**config.mk**
```make
export PLATFORM = sky130hd
export DESIGN_NAME = j1939_tp_receive_reassembler_unit
export DESIGN_NICKNAME = d
export VERILOG_FILES = /design/src/rtl/core/j1939rx_pkg.sv /design/src/rtl/core/j1939rx_emit.sv /design/src/rtl/core/j1939_tp_receive_reassembler_unit.sv
export SDC_FILE = /design/constraint.sdc
export NUM_CORES = 1
export LEC_CHECK = 0
export BUFFER_PORTS_ARGS = -buffer_cell sky130_fd_sc_hd__buf_2
export CAP_MARGIN = 20
export CORE_AREA = 3 3 200 202
export DETAILED_ROUTE_END_ITERATION = 12
export DIE_AREA = 0 0 203 205
export PLACE_DENSITY = 0.79
export SYNTH_ARGS = -nofsm -noshare
export SYNTH_HDL_FRONTEND = slang
export SYNTH_SLANG_ARGS = --single-unit
export TNS_END_PERCENT = 10
```
**constraint.sdc**
```tcl
create_clock -name clk -period 10.8 [get_ports clk]
set_input_delay 0.54 -clock clk [delete_from_list [all_inputs] [get_ports clk]]
set_output_delay 0.54 -clock clk [all_outputs]
set_load 0.01 [all_outputs]
```
**src/rtl/core/j1939rx_pkg.sv**
```systemverilog
`timescale 1ns / 1ps
`default_nettype none
package j1939rx_pkg;

	// buffer geometry
	localparam int MAX_PACKETS = 6;
	localparam int BYTES_PER_PKT = 7;
	localparam int MAX_BYTES = MAX_PACKETS * BYTES_PER_PKT;
	localparam int LEN_W = 6;
	localparam int IDX_W = $clog2(MAX_PACKETS);
	localparam int CNT_W = $clog2(MAX_PACKETS + 1);
	localparam int TOT_W = $clog2(MAX_PACKETS + 2);
	localparam int CI_W = 3;
	localparam int STORE_W = 56;

	// input actions
	localparam logic [1:0] ACT_CM = 2'd0;
	localparam logic [1:0] ACT_DATA = 2'd1;
	localparam logic [1:0] ACT_RELEASE = 2'd2;

	// connection management control bytes
	localparam logic [7:0] CM_RTS = 8'd16;
	localparam logic [7:0] CM_CTS = 8'd17;
	localparam logic [7:0] CM_ACK = 8'd19;
	localparam logic [7:0] CM_BAM = 8'd32;
	localparam logic [7:0] CM_ABORT = 8'd255;

	// result kinds
	typedef enum logic [1:0] {
		KIND_CTS = 2'd0,
		KIND_ACK = 2'd1,
		KIND_CHUNK = 2'd2
	} kind_t;

	// session states
	typedef enum logic [1:0] {
		ST_IDLE = 2'd0,
		ST_ACQ = 2'd1,
		ST_READY = 2'd2
	} st_t;

	typedef struct packed {
		logic [1:0] action;
		logic [7:0] source_address;
		logic [7:0] dest_address;
		logic [31:0] data_low;
		logic [31:0] data_high;
	} in_item_t;

	typedef struct packed {
		logic [1:0] kind;
		logic [7:0] peer_address;
		logic [31:0] word_low;
		logic [31:0] word_high;
		logic [CI_W-1:0] chunk_index;
		logic [LEN_W-1:0] message_length;
		logic last;
	} out_item_t;

	// what the emitter sends for one processed beat
	typedef struct packed {
		logic has_hdr;
		kind_t hdr_kind;
		logic [CNT_W-1:0] hdr_seq;
		logic [CNT_W-1:0] n_chunks;
	} job_t;

	// session context the emitter reads while it drains
	typedef struct packed {
		logic [7:0] peer;
		logic [LEN_W-1:0] length;
		logic [7:0] pgn_spec;
		logic [7:0] pgn_fmt;
		logic [STORE_W-1:0] chunk;
	} ctx_t;

	// number of 7-byte packets that cover a length
	function automatic logic [CNT_W-1:0] pkt_count(input logic [LEN_W-1:0] len);
		logic [CNT_W-1:0] n;
		n = '0;
		for (int i = 0; i < MAX_PACKETS; i++) begin
			if (len > LEN_W'(i * BYTES_PER_PKT))
				n = n + CNT_W'(1);
		end
		return n;
	endfunction

endpackage
`default_nettype wire

```
**src/rtl/core/j1939rx_emit.sv**
```systemverilog
`timescale 1ns / 1ps
`default_nettype none
module j1939rx_emit
	import j1939rx_pkg::*;
(
	input wire logic clk,
	input wire logic arst_n,
	input wire logic job_valid,
	input wire job_t job,
	output logic job_ready,
	input wire ctx_t ctx,
	output logic [IDX_W-1:0] chunk_sel,
	output logic rsp_valid,
	input wire logic rsp_ready,
	output out_item_t rsp
);

	logic busy_q;
	logic [TOT_W-1:0] idx_q;
	job_t job_q;

	logic [TOT_W-1:0] last_idx;
	logic [TOT_W-1:0] chunk_pos;
	logic is_last;
	logic hdr_beat;

	assign last_idx = TOT_W'(job_q.has_hdr) + TOT_W'(job_q.n_chunks) - TOT_W'(1);
	assign is_last = (idx_q == last_idx);
	assign hdr_beat = job_q.has_hdr && (idx_q == '0);
	assign chunk_pos = idx_q - TOT_W'(job_q.has_hdr);
	assign chunk_sel = chunk_pos[IDX_W-1:0];

	assign job_ready = !busy_q || (rsp_ready && is_last);
	assign rsp_valid = busy_q;

	// beat counter over header and chunks
	always_ff @(posedge clk or negedge arst_n) begin
		if (!arst_n) begin
			busy_q <= 1'b0;
			idx_q <= '0;
		end else if (job_ready && job_valid) begin
			busy_q <= 1'b1;
			idx_q <= '0;
		end else if (busy_q && rsp_ready) begin
			if (is_last)
				busy_q <= 1'b0;
			else
				idx_q <= idx_q + TOT_W'(1);
		end
	end

	always_ff @(posedge clk) begin
		if (job_ready && job_valid)
			job_q <= job;
	end

	// result payload
	always_comb begin
		rsp.peer_address = ctx.peer;
		rsp.message_length = ctx.length;
		rsp.last = is_last;
		if (hdr_beat) begin
			rsp.kind = job_q.hdr_kind;
			rsp.chunk_index = '0;
			rsp.word_high = {8'h00, ctx.pgn_fmt, ctx.pgn_spec, 8'hFF};
			if (job_q.hdr_kind == KIND_ACK)
				rsp.word_low = {8'(job_q.n_chunks), 10'd0, ctx.length, CM_ACK};
			else
				rsp.word_low = {8'hFF, 8'(job_q.hdr_seq), 8'h01, CM_CTS};
		end else begin
			rsp.kind = KIND_CHUNK;
			rsp.chunk_index = CI_W'(chunk_pos);
			rsp.word_low = ctx.chunk[31:0];
			rsp.word_high = {8'h00, ctx.chunk[55:32]};
		end
	end

	// a busy emitter always has at least one beat to send
	a_nonempty: assert property (@(posedge clk) disable iff (!arst_n)
		busy_q |-> (job_q.has_hdr || job_q.n_chunks != '0))
		else $error("emitter busy with an empty job");

	// the beat index never runs past the final beat
	a_idx_bound: assert property (@(posedge clk) disable iff (!arst_n)
		busy_q |-> idx_q <= last_idx)
		else $error("beat index beyond last beat");

	// a header beat only comes first
	a_chunk_after_hdr: assert property (@(posedge clk) disable iff (!arst_n)
		(busy_q && rsp.kind != KIND_CHUNK) |-> idx_q == '0)
		else $error("header beat not at start of job");

endmodule
`default_nettype wire

```
**src/rtl/core/j1939_tp_receive_reassembler_unit.sv**
```systemverilog
`timescale 1ns / 1ps
`default_nettype none
// J1939 transport protocol receive reassembler.
// req channel (valid/ready): one received transport frame or a buffer release
// per beat. rsp channel (valid/ready): CTS frames, end-of-message ACK frames and
// message chunks, one per beat, with last set on the final beat of a frame.
// cfg_we/cfg_data write own_address; write it only while the block is idle.
// A frame is registered on acceptance; when it is consumed from the input
// register, the session state, packet flags and payload store update and the
// emitter registers its job and presents its first result. The emitter drains
// one result per cycle while rsp_ready is high; a frame that produces results
// holds processing of the next frame until its last result is taken, and a
// frame produces at most seven (ACK plus six chunks). Frames that produce
// nothing sustain one per cycle while the emitter is idle. req_ready stays
// high while the input register is empty or its frame is being processed, so
// the next frame is taken while results still wait. If rsp_ready is held low
// the emitter holds its beat and the input register fills, after which
// req_ready drops. Reset clears the session to idle, own_address, packet flags
// and the payload store to zero; the block accepts frames once reset is released.
module j1939_tp_receive_reassembler_unit
	import j1939rx_pkg::*;
(
	input wire logic clk,
	input wire logic arst_n,
	input wire logic cfg_we,
	input wire logic [7:0] cfg_data,
	input wire logic req_valid,
	output logic req_ready,
	input wire in_item_t req,
	output logic rsp_valid,
	input wire logic rsp_ready,
	output out_item_t rsp
);

	logic [7:0] own_q;
	logic s1_valid_q;
	in_item_t req_s1;

	st_t st_q, st_d;
	logic [7:0] peer_q, peer_d;
	logic [LEN_W-1:0] len_q, len_d;
	logic [7:0] spec_q, spec_d;
	logic [7:0] fmt_q, fmt_d;
	logic hs_q, hs_d;
	logic [MAX_PACKETS-1:0] seen_q, seen_d;
	logic [STORE_W-1:0] store_q [MAX_PACKETS];

	logic store_we;
	logic [IDX_W-1:0] store_idx;
	logic [STORE_W-1:0] store_data;

	logic job_valid, job_ready, consume;
	job_t job;
	ctx_t ctx;
	logic [IDX_W-1:0] chunk_sel;

	assign consume = s1_valid_q && job_ready;
	assign req_ready = !s1_valid_q || job_ready;

	// configuration register
	always_ff @(posedge clk or negedge arst_n) begin
		if (!arst_n)
			own_q <= '0;
		else if (cfg_we)
			own_q <= cfg_data;
	end

	// input register
	always_ff @(posedge clk or negedge arst_n) begin
		if (!arst_n)
			s1_valid_q <= 1'b0;
		else if (req_valid && req_ready)
			s1_valid_q <= 1'b1;
		else if (consume)
			s1_valid_q <= 1'b0;
	end

	always_ff @(posedge clk) begin
		if (req_valid && req_ready)
			req_s1 <= req;
	end

	// frame processing
	always_comb begin
		logic [7:0] ctl, b1, b2;
		logic [7:0] seq_m1;
		logic in_range, missing;
		logic [CNT_W-1:0] cnt, miss;
		logic [LEN_W-1:0] prod;

		st_d = st_q;
		peer_d = peer_q;
		len_d = len_q;
		spec_d = spec_q;
		fmt_d = fmt_q;
		hs_d = hs_q;
		seen_d = seen_q;
		store_we = 1'b0;
		job_valid = 1'b0;
		job = '{has_hdr: 1'b0, hdr_kind: KIND_CTS, hdr_seq: '0, n_chunks: '0};

		ctl = req_s1.data_low[7:0];
		b1 = req_s1.data_low[15:8];
		b2 = req_s1.data_low[23:16];
		seq_m1 = ctl - 8'd1;
		in_range = (ctl >= 8'd1) && (ctl <= 8'(MAX_PACKETS));
		store_idx = seq_m1[IDX_W-1:0];
		store_data = {req_s1.data_high, req_s1.data_low[31:8]};
		prod = (LEN_W'(ctl[CNT_W-1:0]) << 3) - LEN_W'(ctl[CNT_W-1:0]);
		cnt = pkt_count(len_q);
		missing = 1'b0;
		miss = '0;

		case (req_s1.action)
			ACT_CM: begin
				if (ctl == CM_ACK || ctl == CM_ABORT) begin
					st_d = ST_IDLE;
				end else if ((ctl == CM_RTS && req_s1.dest_address == own_q) || ctl == CM_BAM) begin
					if (st_q == ST_IDLE) begin
						st_d = ST_ACQ;
						hs_d = (ctl == CM_RTS);
						peer_d = req_s1.source_address;
						len_d = (b2 != 8'd0 || b1 >= 8'(MAX_BYTES)) ? LEN_W'(MAX_BYTES)
							: b1[LEN_W-1:0];
						spec_d = req_s1.data_high[15:8];
						fmt_d = req_s1.data_high[23:16];
						seen_d = '0;
						if (ctl == CM_RTS) begin
							job_valid = 1'b1;
							job.has_hdr = 1'b1;
							job.hdr_kind = KIND_CTS;
							job.hdr_seq = CNT_W'(1);
						end
					end
				end
			end
			ACT_DATA: begin
				if (st_q == ST_ACQ && req_s1.source_address == peer_q) begin
					store_we = in_range;
					for (int i = 0; i < MAX_PACKETS; i++) begin
						if (in_range && store_idx == IDX_W'(i))
							seen_d[i] = 1'b1;
					end
					if (hs_q) begin
						// first missing packet among those the length needs
						for (int i = MAX_PACKETS - 1; i >= 0; i--) begin
							if (CNT_W'(i) < cnt && !seen_d[i]) begin
								missing = 1'b1;
								miss = CNT_W'(i);
							end
						end
						job_valid = 1'b1;
						job.has_hdr = 1'b1;
						if (missing) begin
							job.hdr_kind = KIND_CTS;
							job.hdr_seq = miss + CNT_W'(1);
						end else begin
							job.hdr_kind = KIND_ACK;
							job.n_chunks = cnt;
							st_d = ST_READY;
						end
					end else if (in_range && prod >= len_q) begin
						job_valid = (cnt != '0);
						job.n_chunks = cnt;
						st_d = ST_READY;
					end
				end
			end
			ACT_RELEASE: begin
				if (st_q == ST_READY)
					st_d = ST_IDLE;
			end
			default: begin
			end
		endcase
	end

	// session state
	always_ff @(posedge clk or negedge arst_n) begin
		if (!arst_n) begin
			st_q <= ST_IDLE;
			peer_q <= '0;
			len_q <= '0;
			spec_q <= '0;
			fmt_q <= '0;
			hs_q <= 1'b0;
			seen_q <= '0;
		end else if (consume) begin
			st_q <= st_d;
			peer_q <= peer_d;
			len_q <= len_d;
			spec_q <= spec_d;
			fmt_q <= fmt_d;
			hs_q <= hs_d;
			seen_q <= seen_d;
		end
	end

	// payload store, zero after reset since chunks of lost packets read it
	always_ff @(posedge clk or negedge arst_n) begin
		if (!arst_n) begin
			for (int i = 0; i < MAX_PACKETS; i++)
				store_q[i] <= '0;
		end else if (consume && store_we) begin
			store_q[store_idx] <= store_data;
		end
	end

	assign ctx = '{peer: peer_q, length: len_q, pgn_spec: spec_q, pgn_fmt: fmt_q,
		chunk: store_q[chunk_sel]};

	j1939rx_emit u_emit (
		.clk(clk),
		.arst_n(arst_n),
		.job_valid(consume && job_valid),
		.job(job),
		.job_ready(job_ready),
		.ctx(ctx),
		.chunk_sel(chunk_sel),
		.rsp_valid(rsp_valid),
		.rsp_ready(rsp_ready),
		.rsp(rsp)
	);

	// chunks and the ACK go out only once the message is complete
	a_chunk_ready: assert property (@(posedge clk) disable iff (!arst_n)
		(rsp_valid && rsp.kind != KIND_CTS) |-> st_q == ST_READY)
		else $error("chunk or ACK outside ready state");

	// a CTS belongs to an open handshake session
	a_cts_session: assert property (@(posedge clk) disable iff (!arst_n)
		(rsp_valid && rsp.kind == KIND_CTS) |-> (st_q == ST_ACQ && hs_q))
		else $error("CTS without handshake session");

	// broadcast sessions never produce an ACK
	a_ack_hs: assert property (@(posedge clk) disable iff (!arst_n)
		(rsp_valid && rsp.kind == KIND_ACK) |-> hs_q)
		else $error("ACK in broadcast session");

endmodule
`default_nettype wire

```
==> results.json <==
{
  "aggregate_negative_setup_slack_ns": 0,
  "met3_track_demand_over_resource_in_global_routing_pct": 3.56,
  "via_count_of_the_first_global_routing_pass": 14300,
  "post-dp-hpwl_um": 30100,
  "summed_instance_area_of_the_synthesized_netlist_um2": 21700,
  "setup.worst_path.start": "len_q[3]$_DFFE_PN0P_",
  "ant_nets": 0,
  "residual_drc": 0,
  "worstRegToRegCells": 19,
  "number_of_clock_sinks": 478,
  "layout.cell_area.non_filler_um2": 24600,
  "clock-skew-final_ns": 0.0127,
  "die_height_um": 205,
  "globalplace.congestion": 0.876,
  "h_tree_levels": 2,
  "wl_per_cell_um": 22.1,
  "final_layout_size_suffix_gt1_share_pct": 39.0,
  "netlist.area_leader.share_pct": 44.7,
  "route.detailed.vias_per_inst": 5.93,
  "clk_buf_depth": 3,
  "terminus_of_the_critical_flop_to_flop_path": "st_q[0]$_DFFE_PN0P_",
  "boundaryPins": 181,
  "netlist-cell-type-count": 57,
  "fill_cells": 2855,
  "cts_root_buf": "clkbuf_16",
  "grt_start_max_net_pins": 161,
  "synthArstFlopShare_pct": 81.2,
  "yosys_most_used_dff": "dfrtp_1",
  "area_growth_from_synthesis_to_layout_pct": 13.1,
  "timing_worst_slew_pin_value_ns": 1.05,
  "timing.final.crit_share_pct": 47.8,
  "worst_hold_path_class": "input port to flop",
  "finalCriticalPeriod_ns": 5.17,
  "cts.reportedPaths.clkPinSlew_ns": 0.06,
  "setup_viol_count_final": 0,
  "yosys_register_bits": 478,
  "dr.first_iter.drc_count": 1007,
  "initial_antenna_violation_count": 2,
  "synth.most_common_cell": "dfrtp_1",
  "crit_required_ns": 11.26,
  "start_util_pct": 56.5,
  "crit_end": "st_q[0]$_DFFE_PN0P_",
  "yosysSeqAreaShare_pct": 57.1,
  "maxCapViolations": 0,
  "max_fclk_mhz": 194,
  "setup.worst_path.end_class": "flop",
  "placeableCoreArea_um2": 38500,
  "slew_headroom_pct": 30.2,
  "syn-mean-instance-area_um2": 13.7,
  "die_width_um": 203,
  "ir_drop_worst_case_vdd_uv": 117,
  "grt_busiest_layer": "met2",
  "worstReg2RegStart": "len_q[3]$_DFFE_PN0P_",
  "ys_top_cells_by_count": "dfrtp_1 (388), mux2_2 (348), nand2_1 (123), nor2_1 (92), edfxtp_1 (90)",
  "placement.cell_area_um2": 22900,
  "grtUsageTotal_pct": 24.4,
  "use_met1_pct": 33.6,
  "cts_tree": "yes",
  "edff_count_synth": 90,
  "ys.warnings.count": 0,
  "globalRoute.totalOverflow": 0,
  "hold_slack_ns": 0.129,
  "routed_wl_um": 50400,
  "critical_path.max_fanout": 11,
  "std_cell_rows": 72,
  "tritoncts.num_buffers": 49,
  "synth_cells": 1582,
  "numPortBuffers": 172,
  "worst-r2r-setup-slack_ns": 5.63,
  "final_max_slew_viol_count": 0,
  "grt_first_pass_wirelength_um": 79300,
  "worst-setup-path-type": "flop to flop",
  "drt-pass1-iter-count": 5,
  "rsz_0062_raised_after_global_routing": "false",
  "met2_usage_in_global_routing_pct": 40.2,
  "power.static_leakage_nw": 12.1,
  "powerDensity_nw_per_um2": 150,
  "startpoint_type": "flop",
  "num-nets-final": 1846,
  "dieArea_um2": 41600,
  "report.final.hold_viol_count": 0,
  "clock_insertion_delay_worst_skew_ns": 0.58,
  "yosys-top-cells-area": "dfrtp_1 (45%), mux2_2 (18%), edfxtp_1 (12%)",
  "run_status": "finished, final reports clean",
  "synth_top_cell_by_area": "dfrtp_1",
  "routed-via-count": 13500,
  "cp_data_arrival_time_ns": 5.62
}
## flip-flops by register name, summed over array words and instances (netlist names), 3 cells and up
| register | flops |
|---|---|
| u_emit.job_q | 8 |
| req_s1 | 82 |
| spec_q | 8 |
| fmt_q | 8 |
| own_q | 8 |
| seen_q | 6 |
| peer_q | 8 |
| len_q | 6 |
| u_emit.idx_q | 3 |
| store_q | 336 |
## worst min path at each step
stage | startpoint | end | cells past startpoint
2_1_floorplan | arst_n | fmt_q[0]$_DFFE_PN0P_ | 0
3_3_place_gp | spec_q[5]$_DFFE_PN0P_ | spec_q[5]$_DFFE_PN0P_ | 2
3_5_place_dp | spec_q[4]$_DFFE_PN0P_ | spec_q[4]$_DFFE_PN0P_ | 2
4_1_cts | req[60] | req_s1[60]$_DFFE_PP_ | 1
5_1_grt | req[48] | req_s1[48]$_DFFE_PP_ | 1
6_report | req[42] | req_s1[42]$_DFFE_PP_ | 1
## what timing repair did
item | in CTS | in global routing
resized for setup | 0 | 0
setup buffers | 0 | 0
hold endpoints to repair | 2 | 0
hold buffers | 1 | 0
setup endpoints to repair | 0 | 0
## stage by stage
| step | total power [mW] | worst slack [ns] | std cells | utilization [%] |
|---|---|---|---|---|
| 2_1_floorplan | 2.00 | 5.88 | 1589 | - |
| 3_3_place_gp | 2.08 | 5.96 | 2186 | 59.6 |
| 3_5_place_dp | 2.08 | 5.74 | 2186 | 59.6 |
| 4_1_cts | 3.73 | 5.56 | 2279 | 63.7 |
| 5_1_grt | 3.82 | 5.32 | 2281 | 63.8 |
| 6_report | 3.69 | 5.63 | 2282 | 63.9 |
## where the power goes
| group | switching, mW | total [mW] | leakage, nW | internal, mW |
|---|---|---|---|---|
| Sequential | 0.0451 | 1.92 | 6.27 | 1.88 |
| Clock | 0.692 | 1.64 | 0.765 | 0.952 |
| Combinational | 0.0834 | 0.129 | 5.09 | 0.0455 |
| Total | 0.821 | 3.69 | 12.1 | 2.87 |
## routing by layer
metal	up-vias	share of wire [%]
li1	5993	-
met1	7083	44
met2	368	49
met3	88	4.6
met4	2	2.5
met5	-	0.014
## layout make-up
class                   instances  area (µm²)  area share, %
diodes                          1        2.50         0.0102
clock buffers                  76        1420           5.78
clock inverters                16         134          0.545
inverters                      30         113          0.458
multi-input cells             969        8740           35.6
flip-flops and latches        478       12400           50.5
well taps                     518         648           2.64
repair buffers                194        1090           4.43
## cell usage in the layout, fill, tap and decap left out, types with 40 or more instances in the layout
master and instances:
edfxtp_1 90, mux2i_1 49, clkbuf_16 52, o21ai_0 40, dfrtp_1 388, nand2_1 122, nor2_1 88, mux2_2 348
buf_2 171, mux4_2 56
## worst max-delay path, stage by stage (launching register included)
cell      delay (ns)
dfrtp_1         0.49
nor3_1          0.40
nand4_1         0.19
ha_1            0.25
and3_1          0.16
or2_2           0.28
ha_1            0.27
nand3b_1        0.15
o31a_1          0.15
ha_1            0.32
mux2_2          0.27
ha_1            0.18
o31ai_1         0.07
xnor2_1         0.15
a22oi_1         0.09
xnor2_1         0.45
o21ai_0         0.27
a211o_1         0.36
a31oi_1         0.21
mux2_1          0.33
## cell families after synthesis
kind of cell,after synthesis,share of synthesized area [%]
mux,458,26.4
buf+inv,142,3.15
compound gates,140,4.18
fa+ha+maj,29,1.67
other cells,1,0.0173
xor+xnor,32,1.29
flops,478,57.1
simple gates,302,6.21
(Power assumes the default switching activity.)
